$ cat src/hdl/qou_pkg.sv
// Shared types and constants of the quaternion orientation unit.
package qou_pkg;

    // Operation codes of a request.
    localparam logic [2:0] OP_LOAD = 3'd0;
    localparam logic [2:0] OP_MUL  = 3'd1;
    localparam logic [2:0] OP_ADDV = 3'd2;
    localparam logic [2:0] OP_NORM = 3'd3;
    localparam logic [2:0] OP_CONJ = 3'd4;
    localparam logic [2:0] OP_READ = 3'd5;

    // Sign of each Hamilton product term, indexed by component*4 + left index.
    localparam logic [15:0] HAM_NEG = 16'b0100_0010_1000_1110;

    localparam int CNT_W = 5;
    localparam logic [CNT_W-1:0] N_SVEC = 5'd3;
    localparam logic [CNT_W-1:0] N_PROD = 5'd16;
    localparam logic [CNT_W-1:0] N_MAG  = 5'd4;

    typedef struct packed {
        logic en;
        logic first;
        logic neg;
    } t_mac_ctl;

    typedef struct packed {
        logic start;
        logic sqrt;
    } t_div_ctl;

endpackage

$ cat src/hdl/qou_mac.sv
// Shared multiply-accumulate unit: registered product, then accumulate.
module qou_mac #(
    parameter int CW = 32,
    parameter int AW = 68
) (
    input  logic                   i_clk,
    input  logic                   i_rst_n,
    input  qou_pkg::t_mac_ctl      i_ctl,
    input  logic signed [CW-1:0]   i_a,
    input  logic signed [CW-1:0]   i_b,
    output logic signed [AW-1:0]   o_acc
);
    import qou_pkg::*;

    logic signed [2*CW-1:0] r_p;
    logic                   r_v;
    logic                   r_first;
    logic                   r_neg;
    logic signed [AW-1:0]   r_acc;
    logic signed [AW-1:0]   pe;
    logic signed [AW-1:0]   base;

    assign pe   = $signed({{(AW-2*CW){r_p[2*CW-1]}}, r_p});
    assign base = r_first ? '0 : r_acc;

    always_ff @(posedge i_clk) begin
        if (!i_rst_n) begin
            r_v <= 1'b0;
        end else begin
            r_v <= i_ctl.en;
        end
        r_p     <= i_a * i_b;
        r_first <= i_ctl.first;
        r_neg   <= i_ctl.neg;
        if (r_v) begin
            r_acc <= r_neg ? base - pe : base + pe;
        end
    end

    assign o_acc = r_acc;
endmodule

$ cat config.mk
export PLATFORM = sky130hd
export DESIGN_NAME = qou_mac
export DESIGN_NICKNAME = d
export VERILOG_FILES = /design/src/hdl/qou_pkg.sv /design/src/hdl/qou_mac.sv
export SDC_FILE = /design/constraint.sdc
export NUM_CORES = 2
export LEC_CHECK = 0
export ABC_AREA = 1
export BUFFER_PORTS_ARGS = -buffer_cell sky130_fd_sc_hd__buf_2
export CORE_MARGIN = 2
export CORE_UTILIZATION = 70
export CTS_CLUSTER_DIAMETER = 100
export CTS_CLUSTER_SIZE = 24
export DETAILED_ROUTE_END_ITERATION = 6
export PLACE_DENSITY = 0.88
export SYNTH_ARGS = -nofsm -noshare
export SYNTH_HDL_FRONTEND = slang
export SYNTH_SLANG_ARGS = --single-unit
$ cat constraint.sdc
create_clock -name i_clk -period 16.6 [get_ports i_clk]
set_input_delay 3.32 -clock i_clk [delete_from_list [all_inputs] [get_ports i_clk]]
set_output_delay 3.32 -clock i_clk [all_outputs]
set_load 0.01 [all_outputs]
==> results.ini <==
[yosys]
synth_top_cell_by_area=fa_1
yosys_register_bits=135
synth_cells=6804
avgSynthCellArea_sq_um=7.36
synth_seq_area_share=0.0676
synth_fp_nets=8208
synth_edf_count=68
yosys_most_used_dff=edfxtp_1
synthDistinctLibCells=44
yosysWarningCount=0
ys_async_sr_fraction=0
synth.area.top_cells=fa_1 43%, inv_1 15%, nand2_1 14%
synthesis.area_sq_mm=0.0501
synth_top_area_frac=0.433

[timing]
clock.fmax_ghz=0.0918
fin_skew_ns=0.0166
setup_tns_ns=0
finalCritPeriodShare=0.656
hold_violations=0
layout_min_cycle_time_ns=10.89
worst_slew_pin_slew_ns=1.05
slew_headroom=0.303
slew_violations=0
setup_viol=0
hold_slack_ns=0.670
rsz0062_at_grt=false

[global_routing]
grt_pass1_wl_microns=243000
grt_pass1_vias=46500
grt-ovfl-total=0
antenna_found_initial=1
grt_max_degree=69
grt_usage=0.425

[cts]
cts_max_path_buffers=2
cts_buffers=17
ctsHoldBuffers=0
tritoncts=built
postCtsSetupBuffers=0
clk_latency_ns=0.45
cts_sinks=135
cts.clk_slew.worst_paths_ns=0.08
cts-root-buf=clkbuf_16
htree_levels=4
cts_resized=0

[status]
status=finished, violations left
violations=DRC

[placement]
gp_congestion=1.07
numPortBuffers=136
dp.final_hpwl_microns=127000
dp_cells=7696

[cells_and_area]
layout.nets=8169
drive_gt1_frac=0.0354
regArea_sq_mm=0.00339
area_delta_synth_final_pct=3.53
layout_common_cells=1959 x inv_1, 1932 x nand2_1, 1083 x fa_1
stdcell_count=7730
nFillCells=5522
multi_input_area_sq_mm=0.0385
final_common_cell=inv_1

[drt]
avgRoutedWirePerCell_microns=19.5
vias=43500
ant_nets=0
drcViolationCount=1
drt-pass1-iter-count=7
routed_wl_microns=151000
drtIter0Drc=4586
vias_per_cell=5.63

[floorplanning]
initial_core_util=0.704
die_w_microns=271
row_count=98
core-area_sq_mm=0.0711
die_y_microns=271
die_area_sq_mm=0.0737
pin_count=137

[critical_path]
endpoint_kind=flop
r2r-end=o_acc[63]
cp.arrival_ns=11.23
crit_start=i_b[6]
crit_type=input pin to flop
required_ns=16.93
crit_path_start_kind=input pin
r2r_slack_ns=12.36
r2r-start=r_p[1]
critPathMaxFanout=32
worstRegToRegCells=16

[hold_path]
hold_class=flop to flop
min_to=o_acc[0]
hold_path_depth=2
hold_path.startpoint=r_p[0]

[run]
drv_cap=0

flip-flops by register name, indices dropped and copies added, names as in the netlist:
register and cells:
o_acc 68, r_first 1, r_neg 1, r_p 64, r_v 1
cells by family (layout without fill, tap and decap cells):
group	count (synthesis)	count (layout)	share of synthesized area
AND/OR/NAND/NOR	2711	2711	0.216
buffers and inverters	2171	2145	0.163
AO/OA/AOI/OAI	318	318	0.0343
flip-flops	135	135	0.0676
other	0	2	0
XOR/XNOR	134	134	0.0234
adder cells (fa/ha/maj)	1335	1335	0.496
Yosys cell counts, types with 67 or more instances:
cell,n
a21oi_1,162
ha_1,252
dfxtp_1,67
edfxtp_1,68
inv_1,1959
nand2_1,1932
xor2_1,112
o21ai_0,107
clkbuf_1,202
fa_1,1083
nor2_1,483
nand3_1,164
how the worst max path moves through the flow:
stage	slack, ns	endpoint
floorplan	6.55	r_p[61]
global placement	5.45	r_p[61]
detailed placement	5.25	r_p[54]
CTS	5.69	r_p[54]
global route	5.15	r_p[59]
finish	5.71	r_p[61]
per-layer routing:
| layer | routed length (microns) | track usage | vias to the layer above |
|---|---|---|---|
| li1 | - | - | 19200 |
| met1 | 55800 | 0.556 | 20900 |
| met2 | 70300 | 0.697 | 2766 |
| met3 | 16300 | 0.0777 | 649 |
| met4 | 8200 | 0.195 | 0 |
| met5 | 0 | 0 | - |
final cells by class:
type	count	area share
Inverter	1963	0.142
Clock buffer	18	0.00828
Timing Repair Buffer	150	0.0152
Tap cell	950	0.0229
Multi-Input combinational cell	4498	0.743
Sequential cell	135	0.0653
Clock inverter	14	0.00270
Antenna cell	2	0.0000966
metrics by stage:
step | setup slack, ns | utilization | area [sq um]
after detailed placement | 5.25 | 0.721 | 51300
final | 5.71 | 0.729 | 51800
after floorplan | 6.55 | - | 50100
after global placement | 5.45 | 0.721 | 51300
after global routing | 5.15 | 0.729 | 51800
after CTS | 5.69 | 0.729 | 51800
critical path, cell delays in order:
cell	delay [ns]
buf_2	0.70
nand2_1	0.20
inv_1	0.14
fa_1	0.43
inv_1	0.25
fa_1	0.46
inv_1	0.22
fa_1	0.51
fa_1	0.84
inv_1	0.38
fa_1	0.59
inv_1	0.07
fa_1	0.53
inv_1	0.05
fa_1	0.47
inv_1	0.05
fa_1	0.45
ha_1	0.42
nand2_1	0.15
nor2_1	0.16
inv_1	0.10
nor2_2	0.17
inv_1	0.07
nor4_1	0.24
nand2_1	0.11
nand3_1	0.10
nand2_1	0.05
Power is not shown: default switching activity piles up to over one toggle a cycle in this logic, so the estimate is an artifact.
