### config.mk
export PLATFORM = sky130hd
export DESIGN_NAME = qou_rootdiv
export DESIGN_NICKNAME = d
export VERILOG_FILES = /design/src/hdl/qou_pkg.sv /design/src/hdl/qou_rootdiv.sv
export SDC_FILE = /design/constraint.sdc
export NUM_CORES = 1
export LEC_CHECK = 0
export ABC_AREA = 1
export BUFFER_PORTS_ARGS = -buffer_cell sky130_fd_sc_hd__buf_2
export CAP_MARGIN = 20
export CORE_AREA = 3 3 164 166
export DETAILED_ROUTE_END_ITERATION = 10
export DIE_AREA = 0 0 167 169
export MAX_ROUTING_LAYER = met4
export PLACE_DENSITY_LB_ADDON = 0.05
export SETUP_SLACK_MARGIN = 0.2
export SLEW_MARGIN = 20
export SYNTH_ARGS = -nofsm -noshare
export SYNTH_HDL_FRONTEND = slang
export SYNTH_SLANG_ARGS = --single-unit
export TNS_END_PERCENT = 100
### constraint.sdc
create_clock -name i_clk -period 8 [get_ports i_clk]
set_input_delay 1.2 -clock i_clk [delete_from_list [all_inputs] [get_ports i_clk]]
set_output_delay 1.2 -clock i_clk [all_outputs]
set_load 0.02 [all_outputs]
### src/hdl/qou_pkg.sv
// Shared types and constants of the quaternion orientation unit.
package qou_pkg;

    // Operation codes of a request.
    localparam logic [2:0] OP_LOAD = 3'd0;
    localparam logic [2:0] OP_MUL  = 3'd1;
    localparam logic [2:0] OP_ADDV = 3'd2;
    localparam logic [2:0] OP_NORM = 3'd3;
    localparam logic [2:0] OP_CONJ = 3'd4;
    localparam logic [2:0] OP_READ = 3'd5;

    // Sign of each Hamilton product term, indexed by component*4 + left index.
    localparam logic [15:0] HAM_NEG = 16'b0100_0010_1000_1110;

    localparam int CNT_W = 5;
    localparam logic [CNT_W-1:0] N_SVEC = 5'd3;
    localparam logic [CNT_W-1:0] N_PROD = 5'd16;
    localparam logic [CNT_W-1:0] N_MAG  = 5'd4;

    typedef struct packed {
        logic en;
        logic first;
        logic neg;
    } t_mac_ctl;

    typedef struct packed {
        logic start;
        logic sqrt;
    } t_div_ctl;

endpackage

### src/hdl/qou_rootdiv.sv
// Shared restoring unit: integer square root or unsigned division, one digit a cycle.
module qou_rootdiv #(
    parameter int RW = 33,
    parameter int NW = 57
) (
    input  logic                     i_clk,
    input  logic                     i_rst_n,
    input  qou_pkg::t_div_ctl        i_ctl,
    input  logic [((2*RW > NW) ? 2*RW : NW)-1:0] i_x,
    input  logic [RW-1:0]            i_d,
    output logic                     o_busy,
    output logic                     o_done,
    output logic [((2*RW > NW) ? 2*RW : NW)-1:0] o_res
);
    import qou_pkg::*;

    localparam int XW  = (2*RW > NW) ? 2*RW : NW;
    localparam int RMW = RW + 3;
    localparam int SW  = $clog2(XW + 1);

    logic           r_busy;
    logic           r_done;
    logic           r_sqrt;
    logic [SW-1:0]  r_cnt;
    logic [XW-1:0]  r_x;
    logic [XW-1:0]  r_res;
    logic [RMW-1:0] r_rem;
    logic [RW-1:0]  r_d;
    logic [RMW-1:0] shifted;
    logic [RMW-1:0] trial;
    logic           ge;

    always_comb begin
        if (r_sqrt) begin
            shifted = {r_rem[RMW-3:0], r_x[XW-1:XW-2]};
            trial   = {1'b0, r_res[RW-1:0], 2'b01};
        end else begin
            shifted = {r_rem[RMW-2:0], r_x[XW-1]};
            trial   = {3'b000, r_d};
        end
        ge = (shifted >= trial);
    end

    always_ff @(posedge i_clk) begin
        if (!i_rst_n) begin
            r_busy <= 1'b0;
            r_done <= 1'b0;
        end else begin
            r_done <= 1'b0;
            if (i_ctl.start) begin
                r_busy <= 1'b1;
                r_sqrt <= i_ctl.sqrt;
                r_cnt  <= i_ctl.sqrt ? SW'(RW) : SW'(NW);
                r_x    <= i_x;
                r_d    <= i_d;
                r_rem  <= '0;
                r_res  <= '0;
            end else if (r_busy) begin
                r_rem <= ge ? shifted - trial : shifted;
                r_res <= {r_res[XW-2:0], ge};
                r_x   <= r_sqrt ? (r_x << 2) : (r_x << 1);
                r_cnt <= r_cnt - 1'b1;
                if (r_cnt == SW'(1)) begin
                    r_busy <= 1'b0;
                    r_done <= 1'b1;
                end
            end
        end
    end

    assign o_busy = r_busy;
    assign o_done = r_done;
    assign o_res  = r_res;
endmodule

==> results of run 1 <==
cells in the mapped netlist, types with 3 or more instances:
cell / count / share of area
and3_1: 3 / 0.0015
xnor2_1: 3 / 0.0021
buf_1: 8 / 0.0024
or2_2: 25 / 0.013
nand3_1: 54 / 0.022
inv_2: 9 / 0.0027
a21oi_1: 150 / 0.060
xor2_1: 17 / 0.012
nand2_1: 440 / 0.13
nor2_1: 235 / 0.071
edfxtp_1: 208 / 0.50
inv_1: 229 / 0.069
nand2_2: 6 / 0.0030
o21ai_0: 72 / 0.029
buf_2: 9 / 0.0036
nor3_1: 6 / 0.0024
clkbuf_1: 42 / 0.013
ha_1: 37 / 0.037
nand3b_1: 9 / 0.0054
layout make-up:
class,instances,share of cell area
multi-input cells,1077,0.353
inverters,238,0.0625
well taps,335,0.0293
repair buffers,178,0.0642
diodes,6,0.00105
flip-flops and latches,210,0.440
clock inverters,12,0.00447
clock buffers,29,0.0448
worst paths after layout:
path	from	endpoint	slack (ns)
setup / recovery	r_sqrt$_DFFE_PP_	r_rem[20]$_SDFFCE_PP0P_	3.11
hold / removal	o_res[60]$_SDFFCE_PP0P_	o_res[61]$_SDFFCE_PP0P_	0.56
setup reg to reg	r_sqrt$_DFFE_PP_	r_rem[20]$_SDFFCE_PP0P_	3.11
hold reg to reg	o_res[60]$_SDFFCE_PP0P_	o_res[61]$_SDFFCE_PP0P_	0.56
cells in the final DEF (no fill, tap or decap), types with 3 or more instances in the layout:
master,n
clkbuf_1,4
clkinv_1,3
nand3b_1,9
a21oi_1,150
or2_2,25
xor2_1,17
clkinv_2,6
nand2_2,6
nand2_4,3
nand3_1,54
and3_1,3
clkinvlp_4,3
inv_2,10
clkbuf_16,25
inv_1,228
nor3_1,6
buf_2,169
xnor2_1,3
o21ai_0,72
ha_1,37
diode_2,6
nor2_1,235
buf_4,8
edfxtp_1,208
nand2_1,439
logic make-up after synthesis:
family / synth area share
simple gates: 0.255
xor+xnor: 0.0140
fa+ha+maj: 0.0387
buf+inv: 0.0932
flops: 0.503
compound gates: 0.0960
through the flow:
stage	instance area, µm²	util	power (mW)	setup WS, ns
6_report	14300	0.554	3.44	3.11
5_1_grt	14300	0.554	3.66	2.64
4_1_cts	14300	0.554	3.46	3.10
3_5_place_dp	13600	0.526	2.45	3.14
3_3_place_gp	13600	0.526	2.45	3.21
2_1_floorplan	12500	-	2.18	2.18
per-layer routing:
metal | share of wire | wire, µm | global-route usage | vias to the layer above
li1 | - | - | - | 5355
met1 | 0.46 | 14800 | 0.334 | 4805
met2 | 0.44 | 14200 | 0.344 | 349
met3 | 0.079 | 2530 | 0.0388 | 51
met4 | 0.022 | 703 | 0.0542 | 0
met5 | 0 | 0 | - | -
registers in the layout, summed over array words and instances, names as in the netlist:
register	count
o_busy	1
o_done	1
o_res	66
r_cnt	7
r_d	33
r_rem	35
r_sqrt	1
r_x	66
worst max-delay path, cell delays in order (launching register included):
cell      delay [ns]
edfxtp_1        0.32
buf_4           0.57
inv_2           0.35
buf_4           0.44
or2_2           0.37
o21ai_0         0.12
ha_1            0.19
inv_1           0.08
fa_1            0.46
nand2_2         0.12
a21oi_2         0.08
nand3_1         0.09
nand3_2         0.12
nand2_1         0.13
nand2_2         0.09
nand2_4         0.29
nand2_4         0.25
inv_2           0.42
nor2_1          0.08
nor2_1          0.10
power groups by stage:
stage | Sequential, mW | Combinational [mW] | Clock (mW)
final | 1.41 | 1.03 | 0.998
after CTS | 1.41 | 1.03 | 1.03
after floorplan | 1.46 | 0.717 | 0
after detailed placement | 1.43 | 1.02 | 0
after global placement | 1.43 | 1.02 | 0
after global routing | 1.42 | 1.17 | 1.07
==> results.sh, run 1 <==
export IMPL_status="finished, final reports clean"
export IMPL_clock_sinks=210
export IMPL_io_buffers=170
export IMPL_hold_ws_ns=0.555
export IMPL_dpl_cell_count=2038
export IMPL_setup_tns_ns=0
export IMPL_htreeDepth=1
export IMPL_ys_types=35
export IMPL_p_per_area_nw_per_um2=241
export IMPL_synthArstFlopShare=0
export IMPL_ff_latch_area_um2=6290
export IMPL_finalWirelength_um=32200
export IMPL_cts_root_buf="clkbuf_16"
export IMPL_worstHoldPathType="reg2reg"
export IMPL_ff2ff_path_depth=19
export IMPL_gp_congestion=0.966
export IMPL_post_route_min_period_ns=4.89
export IMPL_synth_cells=1588
export IMPL_fin_nets=1870
export IMPL_peakVddDrop_uv=175
export IMPL_final_layout_size_suffix_gt1_frac=0.150
export IMPL_end_kind="register"
export IMPL_n_fill_cell=2456
export IMPL_die_area_um2=28200
export IMPL_layout_worst_path_cycle_share=0.611
export IMPL_chipWidth_um=167
export IMPL_grt_max_degree=97
export IMPL_critPathArrivalTime_ns=5.25
export IMPL_max_slew_margin=0.349
export IMPL_grt_overflow=0
export IMPL_design_core_area_um2=25800
export IMPL_pwr_share_clk=0.290
export IMPL_wire_per_inst_um=15.5
export IMPL_viasPerCell=5.06
export IMPL_yosys_warnings=0
export IMPL_fin_cells=2085
export IMPL_whs_path_depth=2
export IMPL_ant_nets=0
export IMPL_drv_cap=0
export IMPL_synth_nets=1729
export IMPL_synth_area_um2=12500
export IMPL_ys_seq_elements=210
export IMPL_synthToLayoutAreaGrowth_pct=14.4
export IMPL_required_ns=8.36
export IMPL_grt_setup_unrepaired="no"
export IMPL_clock_skew_ns=0.0158
export IMPL_antenna_found_initial=6
export IMPL_start_kind="register"
export IMPL_postCtsSetupRepairBufs=0
export IMPL_ctsHoldBuffers=0
export IMPL_cp_max_fo=81
export IMPL_synth_edf_count=208
export IMPL_p_switching_mw=1.18
export IMPL_drc=0
export IMPL_switching_share=0.343
export IMPL_clk_latency_ns=0.51
export IMPL_ys_seq_area_frac=0.503
export IMPL_postSynthAreaPerCell_um2=7.87
export IMPL_grt_pass1_vias=9940
export IMPL_leakagePower_nw=6.83
export IMPL_dp_hpwl_um=22900
export IMPL_worst_pin_slew_ns=0.976
export IMPL_setup_viol=0
export IMPL_row_count=59
export IMPL_die_h_um=169
export IMPL_crit_type="reg2reg"
export IMPL_grt_pass1_wl_um=51800
export IMPL_cts_buffers=24
export IMPL_firstDrtPassIters=5
export IMPL_start_util=0.485
export IMPL_multi_input_area_um2=5050
export IMPL_cts_reportedPaths_clkPinSlew_ns=0.06
export IMPL_hold_violations=0
export IMPL_cts_resized=0
export IMPL_grt_usage=0.231
export IMPL_synth_ff_type="edfxtp_1"
export IMPL_drv_slew=0
export IMPL_clockBufferDepth=3
export IMPL_cts_tree="built"
export IMPL_seqPwrFrac=0.410
export IMPL_p_comb_frac=0.300
export IMPL_boundaryPins=171
export IMPL_max_freq_ghz=0.205
export IMPL_p_int_mw=2.26
export IMPL_drt_iter0_markers=841
export IMPL_dr_total_vias=10600
Power figures use the tool's default switching activity.
==> inputs of run 2 (changes only) <==
==> constraint.sdc (replaced) <==
create_clock -name i_clk -period 4.9 [get_ports i_clk]
set_input_delay 0.735 -clock i_clk [delete_from_list [all_inputs] [get_ports i_clk]]
set_output_delay 0.735 -clock i_clk [all_outputs]
set_load 0.02 [all_outputs]
==> results.sh, run 2 (synthesized netlist as in run 1, its figures left out) <==
export IMPL_end_kind="register"
export IMPL_design_core_area_um2=25800
export IMPL_wire_per_inst_um=15.4
export IMPL_dp_hpwl_um=22600
export IMPL_pre_cts_ws_ns=0.876
export IMPL_postCtsSetupRepairBufs=0
export IMPL_grt_overflow=0
export IMPL_finalWirelength_um=32300
export IMPL_final_common_cell="nand2_1"
export IMPL_setup_tns_ns=0
export IMPL_grt_usage=0.232
export IMPL_htreeDepth=1
export IMPL_die_area_um2=28200
export IMPL_power_mw=5.74
export IMPL_firstDrtPassIters=5
export IMPL_cp_max_fo=49
export IMPL_ctsHoldBuffers=0
export IMPL_drv_slew=0
export IMPL_final_layout_size_suffix_gt1_frac=0.149
export IMPL_grt_setup_unrepaired="no"
export IMPL_setup_viol=0
export IMPL_hold_violations=0
export IMPL_dr_total_vias=10600
export IMPL_cts_resized=0
export IMPL_die_h_um=169
export IMPL_row_count=59
export IMPL_worst_pin_slew_ns=1.03
export IMPL_gp_congestion=0.941
export IMPL_p_per_area_nw_per_um2=399
export IMPL_layout_worst_path_cycle_share=0.841
export IMPL_grt_pass1_wl_um=52100
export IMPL_clk_latency_ns=0.52
export IMPL_drt_iter0_markers=862
export IMPL_worstHoldPathType="in2reg"
export IMPL_max_slew_margin=0.312
export IMPL_chipWidth_um=167
export IMPL_crit_type="reg2reg"
export IMPL_viasPerCell=5.08
export IMPL_clockBufferDepth=3
export IMPL_grt_max_degree=176
export IMPL_drc=0
export IMPL_final_util=0.558
export IMPL_ant_nets=0
export IMPL_fin_ws_ns=0.779
export IMPL_clock_sinks=210
export IMPL_final_cell_mix="439 x nand2_1, 235 x nor2_1, 228 x inv_1, 208 x edfxtp_1, 169 x buf_2"
export IMPL_cts_tree="built"
export IMPL_max_freq_ghz=0.243
export IMPL_start_util=0.485
export IMPL_clock_skew_ns=0.0234
export IMPL_cts_root_buf="clkbuf_16"
export IMPL_leakagePower_nw=6.87
export IMPL_critPathArrivalTime_ns=4.39
export IMPL_synthToLayoutAreaGrowth_pct=15.1
export IMPL_antenna_found_initial=6
export IMPL_boundaryPins=171
export IMPL_cts_reportedPaths_clkPinSlew_ns=0.06
export IMPL_start_kind="register"
export IMPL_status="finished, final reports clean"
export IMPL_cts_buffers=24
export IMPL_fin_nets=1871
export IMPL_peakVddDrop_uv=283
export IMPL_required_ns=5.17
export IMPL_post_route_min_period_ns=4.12
export IMPL_grt_pass1_vias=10200
export IMPL_drv_cap=0
export IMPL_io_buffers=170
[run 2: changes by cell type in the layout (fill, tap and decap cells not counted), sizes merged]
cell      delta
clkbuf       +5
clkinvlp     -3
bufinv       +2
buf          +1
clkinv       -1
[run 2: worst max-delay path, cell delays in order (launching register included)]
cell and delay, ns:
edfxtp_1 0.45, inv_2 0.68, or2_2 0.23, o21ai_0 0.13, ha_1 0.27, inv_1 0.11, fa_1 0.29, nand2_2 0.09
a21oi_2 0.18, nand3_1 0.11, nand3_2 0.12, nand2_1 0.10, nand2_2 0.10, nand2_4 0.22, nand2_4 0.31, inv_2 0.25
nor2_1 0.17, nor2_1 0.05
[run 2: routing by layer]
metal / up-vias / part of all wire / track usage
li1: 5370 / - / -
met1: 4885 / 0.46 / 0.335
met2: 329 / 0.46 / 0.356
met3: 38 / 0.067 / 0.0306
met4: 0 / 0.013 / 0.0445
met5: - / 0 / -
[run 2: report_power, final]
| group | total, mW | switching [mW] | internal, mW |
|---|---|---|---|
| registers | 2.30 | 0.0844 | 2.22 |
| clock network | 1.75 | 0.706 | 1.04 |
| logic | 1.69 | 1.14 | 0.547 |
| total | 5.74 | 1.93 | 3.81 |
[run 2: area by class of cell]
class                   count  area [µm²]
diodes                      6        15.0
fillers                  2507       11400
multi-input cells        1077        5060
repair buffers            179         946
flip-flops and latches    210        6290
well taps                 335         419
inverters                 238         893
clock inverters            10         103
clock buffers              34         659
[run 2: final timing paths]
| kind | startpoint | end | slack [ns] | depth (start not counted) |
|---|---|---|---|---|
| max | r_sqrt$_DFFE_PP_ | r_rem[12]$_SDFFCE_PP0P_ | 0.78 | 17 |
| max reg2reg | r_sqrt$_DFFE_PP_ | r_rem[12]$_SDFFCE_PP0P_ | 0.78 | 17 |
| min reg2reg | o_res[37]$_SDFFCE_PP0P_ | o_res[38]$_SDFFCE_PP0P_ | 0.56 | 2 |
| min | i_d[14] | r_d[14]$_DFFE_PP_ | 0.39 | 1 |
[run 2: metrics by stage]
step | instance area (µm²) | std cells | hold WS (ns)
after floorplan | 12500 | 1588 | 0.524
after global placement | 13600 | 2039 | 0.530
final | 14400 | 2089 | 0.392
after CTS | 14400 | 2083 | 0.373
after global routing | 14400 | 2089 | 0.375
after detailed placement | 13600 | 2039 | 0.544
